**src/rtl/ppp_pkg.sv**
```systemverilog
// Shared constants and control types for the pinhole point projector.
`timescale 1ns / 1ps
package ppp_pkg;

   localparam int POINT_WIDTH_DEF  = 32;
   localparam int RESULT_WIDTH_DEF = 48;
   localparam int FIELD_W          = 32;
   localparam int COEF_W           = 32;
   localparam int CSR_W            = 64;
   localparam int CSR_IDX_W        = 3;
   localparam int MIN_W            = 47;
   localparam int NUM_COEF_REGS    = 6;

   localparam logic [FIELD_W-1:0] ONE_Q16      = 32'h0001_0000;
   localparam logic [MIN_W-1:0]   MIN_ALL_ONES = {MIN_W{1'b1}};

   // register indexes on the csr port
   localparam logic [CSR_IDX_W-1:0] CSR_U_XY  = 3'd0;
   localparam logic [CSR_IDX_W-1:0] CSR_U_ZW  = 3'd1;
   localparam logic [CSR_IDX_W-1:0] CSR_V_XY  = 3'd2;
   localparam logic [CSR_IDX_W-1:0] CSR_V_ZW  = 3'd3;
   localparam logic [CSR_IDX_W-1:0] CSR_S_XY  = 3'd4;
   localparam logic [CSR_IDX_W-1:0] CSR_S_ZW  = 3'd5;
   localparam logic [CSR_IDX_W-1:0] CSR_HOMOG = 3'd6;

   typedef struct packed {
      logic       load;
      logic       mul_en;
      logic [1:0] mul_row;
      logic [1:0] mul_col;
      logic       div_load;
      logic       div_step;
      logic       finish;
   } ppp_cmd_type;

   typedef struct packed {
      logic mul_busy;
   } ppp_status_type;

endpackage

```
**src/rtl/ppp_ctrl.sv**
```systemverilog
// Projector sequencer: multiply schedule, division count and output handshake.
`timescale 1ns / 1ps
module ppp_ctrl import ppp_pkg::*; #(
   parameter int RESULT_WIDTH = RESULT_WIDTH_DEF
) (
   input  logic           clock,
   input  logic           reset,
   input  logic           req_valid,
   output logic           req_ready,
   output logic           rsp_valid,
   input  logic           rsp_ready,
   input  ppp_status_type status,
   output ppp_cmd_type    cmd
);

   localparam int DW = RESULT_WIDTH + 16;
   localparam int CW = $clog2(DW);

   typedef enum logic [2:0] {S_IDLE, S_MUL, S_DRAIN, S_DIV, S_DONE} state_type;

   state_type state_ff;
   logic [CW-1:0] cnt_ff;
   logic          rsp_valid_ff;
   logic          out_free;

   assign out_free  = !rsp_valid_ff || rsp_ready;
   assign req_ready = (state_ff == S_IDLE);
   assign rsp_valid = rsp_valid_ff;

   always_comb begin
      cmd          = '0;
      cmd.mul_row  = cnt_ff[3:2];
      cmd.mul_col  = cnt_ff[1:0];
      cmd.load     = (state_ff == S_IDLE) && req_valid;
      cmd.mul_en   = (state_ff == S_MUL);
      cmd.div_load = (state_ff == S_DRAIN) && !status.mul_busy;
      cmd.div_step = (state_ff == S_DIV);
      cmd.finish   = (state_ff == S_DONE) && out_free;
   end

   always_ff @(posedge clock) begin
      if (reset) begin
         state_ff     <= S_IDLE;
         cnt_ff       <= '0;
         rsp_valid_ff <= 1'b0;
      end else begin
         if (cmd.finish)     rsp_valid_ff <= 1'b1;
         else if (rsp_ready) rsp_valid_ff <= 1'b0;
         case (state_ff)
            S_IDLE: begin
               cnt_ff <= '0;
               if (req_valid) state_ff <= S_MUL;
            end
            S_MUL: begin
               cnt_ff <= cnt_ff + CW'(1);
               if (cnt_ff == CW'(11)) state_ff <= S_DRAIN;
            end
            S_DRAIN: begin
               cnt_ff <= '0;
               if (!status.mul_busy) state_ff <= S_DIV;
            end
            S_DIV: begin
               cnt_ff <= cnt_ff + CW'(1);
               if (cnt_ff == CW'(DW - 1)) state_ff <= S_DONE;
            end
            S_DONE: begin
               if (out_free) state_ff <= S_IDLE;
            end
            default: state_ff <= S_IDLE;
         endcase
      end
   end

`ifndef SYNTHESIS
   a_finish_slot: assert property (@(posedge clock) disable iff (reset)
      cmd.finish |-> (!rsp_valid_ff || rsp_ready))
      else $error("result written over an untaken word");
   a_accept_starts: assert property (@(posedge clock) disable iff (reset)
      (state_ff == S_IDLE && req_valid) |=> (state_ff == S_MUL && cnt_ff == '0))
      else $error("accepted word did not start the multiply schedule");
   a_div_length: assert property (@(posedge clock) disable iff (reset)
      (state_ff == S_DIV && cnt_ff == CW'(DW - 1)) |=> (state_ff == S_DONE))
      else $error("division ran past its bit count");
   a_div_after_drain: assert property (@(posedge clock) disable iff (reset)
      cmd.div_load |-> !status.mul_busy)
      else $error("division loaded before row sums settled");
`endif

endmodule

```
**config.mk**
```make
export PLATFORM = sky130hd
export DESIGN_NAME = ppp_ctrl
export DESIGN_NICKNAME = d
export VERILOG_FILES = /design/src/rtl/ppp_pkg.sv /design/src/rtl/ppp_ctrl.sv
export SDC_FILE = /design/constraint.sdc
export NUM_CORES = 1
export LEC_CHECK = 0
export BUFFER_PORTS_ARGS = -buffer_cell sky130_fd_sc_hd__buf_4
export CAP_MARGIN = 30
export CORE_AREA = 2 2 39 41
export CTS_BUF_LIST = sky130_fd_sc_hd__clkbuf_4 sky130_fd_sc_hd__clkbuf_8
export DETAILED_ROUTE_END_ITERATION = 16
export DIE_AREA = 0 0 41 43
export HOLD_SLACK_MARGIN = 0.05
export PLACE_DENSITY = 0.73
export SYNTH_ARGS = -nofsm -noshare
export SYNTH_HDL_FRONTEND = slang
export SYNTH_SLANG_ARGS = --single-unit
```
**constraint.sdc**
```tcl
create_clock -name clock -period 1.65 [get_ports clock]
set_input_delay 0.33 -clock clock [delete_from_list [all_inputs] [get_ports clock]]
set_output_delay 0.33 -clock clock [all_outputs]
set_load 0.01 [all_outputs]
```
==> impl_metrics.ini <==
[timing]
rsz0062_at_grt = no
tns_ps = 0
worst_slew_pin_slew_ps = 443
hold_viol_final = 0
max_freq_mhz = 652
relSlewSlack_pct = 70.4
maxSlewViolCount = 0
holdWs_ps = 251
setup_viol = 0
skew_ps = 1.80
final.period_utilization_pct = 93.0
fin_crit_ps = 1530
setup_slack_ps = 116

[grt]
grtUsageMet2_pct = 18.8
use_met1_pct = 16.9
gr-usage-all-layers_pct = 14.0
grt_pass1_wl_um = 1580
grt_max_degree = 16
use_met3_pct = 4.71
grt-ovfl-total = 0
grt_pass1_vias = 394
antenna_found_initial = 0
busiest_layer = met2

[yosys]
netlist-cell-type-count = 29
syn_area_um2 = 536
syn_avg_cell_area_um2 = 9.08
synth_nets = 65
syn_inst = 59
ys_seq_area_share_pct = 37.4
synth-edff-count = 0
synth_ff_type = dfxtp_1
ys_ff_latch = 10
ys.warnings.count = 0
synthArstFlopShare_pct = 0

[place]
dp_cells = 85
place.gp.congestion = 0.699
io_buffers = 15
pre_cts_ws_ps = 277
placed_area_um2 = 623
dpl.hpwl_um = 771

[clock_network]
clk_path_buf_depth = 2
clkLatencyLatePin_ps = 260
root_buffer = clkbuf_4
postCtsHoldBufs = 0
clk_pin_slew_ps = 60
h-tree-depth = 1
cts_buffers = 3
cts_tree = yes
clock-sinks = 10

[finish]
syn_to_final_growth_pct = 21.0
finalCoreUtilization_pct = 46.8
antenna_cells_inserted = 0
finalInstanceArea_um2 = 648
fin_cells = 88
drive_above_1_share_pct = 33.3
finalNetCount = 80

[die]
fp-row-count = 14
start_util_pct = 38.7
dieArea_um2 = 1760
ios = 16
coreArea_um2 = 1380
die_width_um = 41
die_h_um = 43

[setup_path]
crit_type = register to primary output
cp-start-kind = register
cp.required_ps = 1320
critPathMaxFanout = 3
rrSetupSlack_ps = 320
cp-end-kind = primary output
cp.arrival_ps = 1200

[detailed_routing]
drtIter0Drc = 2
wl_per_cell_um = 11.6
first_pass_iters = 4
num_vias = 457
drt_wl_total_um = 1020
avgViaCountPerCell = 5.19
drcViolationCount = 0
drtAntennaViolNets = 0

[pwr]
ir_drop_mv = 0.514
finalPower_uw = 454
power_density_nw_per_um2 = 701
power_leakage_nw = 0.263

[outcome]
outcome = finished, final reports clean

[min_path]
worst_hold_path_type = input pin to register

[run]
drv_cap = 0
## cell usage in the layout, fill, tap and decap left out, types with 2 or more instances in the layout
| master | instances |
|---|---|
| buf_4 | 16 |
| nor2_1 | 8 |
| dfxtp_1 | 8 |
| xor2_1 | 3 |
| nand4b_1 | 3 |
| clkbuf_4 | 3 |
| nor3_1 | 2 |
| nor3b_1 | 2 |
| nor4_1 | 2 |
| o21ai_0 | 2 |
| nor2b_1 | 2 |
| a21oi_1 | 2 |
| dfxtp_2 | 2 |
## layer usage
metal / routed length, µm / part of all wire, %
met5: 0 / 0
met4: 27 / 2.6
met3: 59 / 5.8
met2: 477 / 47
met1: 460 / 45
## what timing repair did
action	4_1_cts	5_1_grt
gates resized for setup	0	2
buffers inserted	0	0
setup endpoints to repair	0	2
## Yosys cell counts, types with 2 or more instances
master    number  share of area, %
xor2_1         3               4.9
buf_6          2               4.2
buf_4          4               5.6
nand4b_1       3               4.9
dfxtp_1       10                37
nor4_1         2               2.3
nor3b_1        2               2.8
a21oi_1        2               1.9
nor3_1         2               1.9
nor2_1         8               5.6
nor2b_1        2               2.3
o21ai_0        2               1.9
## cell type report
| type | count | area (µm²) |
|---|---|---|
| clock buffers | 3 | 22.5 |
| fillers | 141 | 736 |
| inverters | 1 | 3.75 |
| multi-input cells | 42 | 279 |
| flip-flops and latches | 10 | 203 |
| well taps | 16 | 20.0 |
| repair buffers | 16 | 120 |
## logic make-up (layout without fill, tap and decap cells)
kind of cell	Yosys count	in the layout	share of synthesized area (%)
AOI/OAI and AO/OA	8	8	9.81
xor gates and xnor gates	4	4	6.54
adders and majority gates	1	1	2.34
buffers and inverters	7	20	10.5
DFF	10	10	37.4
muxes	1	1	1.87
and+or+nand+nor	28	28	31.5
## state kept, by name, summed over array words and instances, names as in the netlist
name	count
rsp_valid	1
cnt_ff	6
state_ff	3
## worst max-delay path, stage by stage (launching register included)
cell and delay (ps):
dfxtp_1 320, or2b_2 310, and3_1 170, buf_4 140
## report_power, final
| group | switching [mW] | leakage [nW] | internal [mW] |
|---|---|---|---|
| clock | 0.0797 | 0.0138 | 0.0842 |
| combinational | 0.0176 | 0.167 | 0.0229 |
| sequential | 0.00517 | 0.0821 | 0.245 |
## final timing paths
kind / from / endpoint / depth (start not counted)
worst max-delay path: rsp_valid / cmd[0] / 3
worst min-delay path: reset / rsp_valid / 2
worst max register to register: cnt_ff[1] / state_ff[2] / 4
worst min register to register: cnt_ff[5] / cnt_ff[5] / 2
No activity file was read; power rests on OpenSTA's default activity.
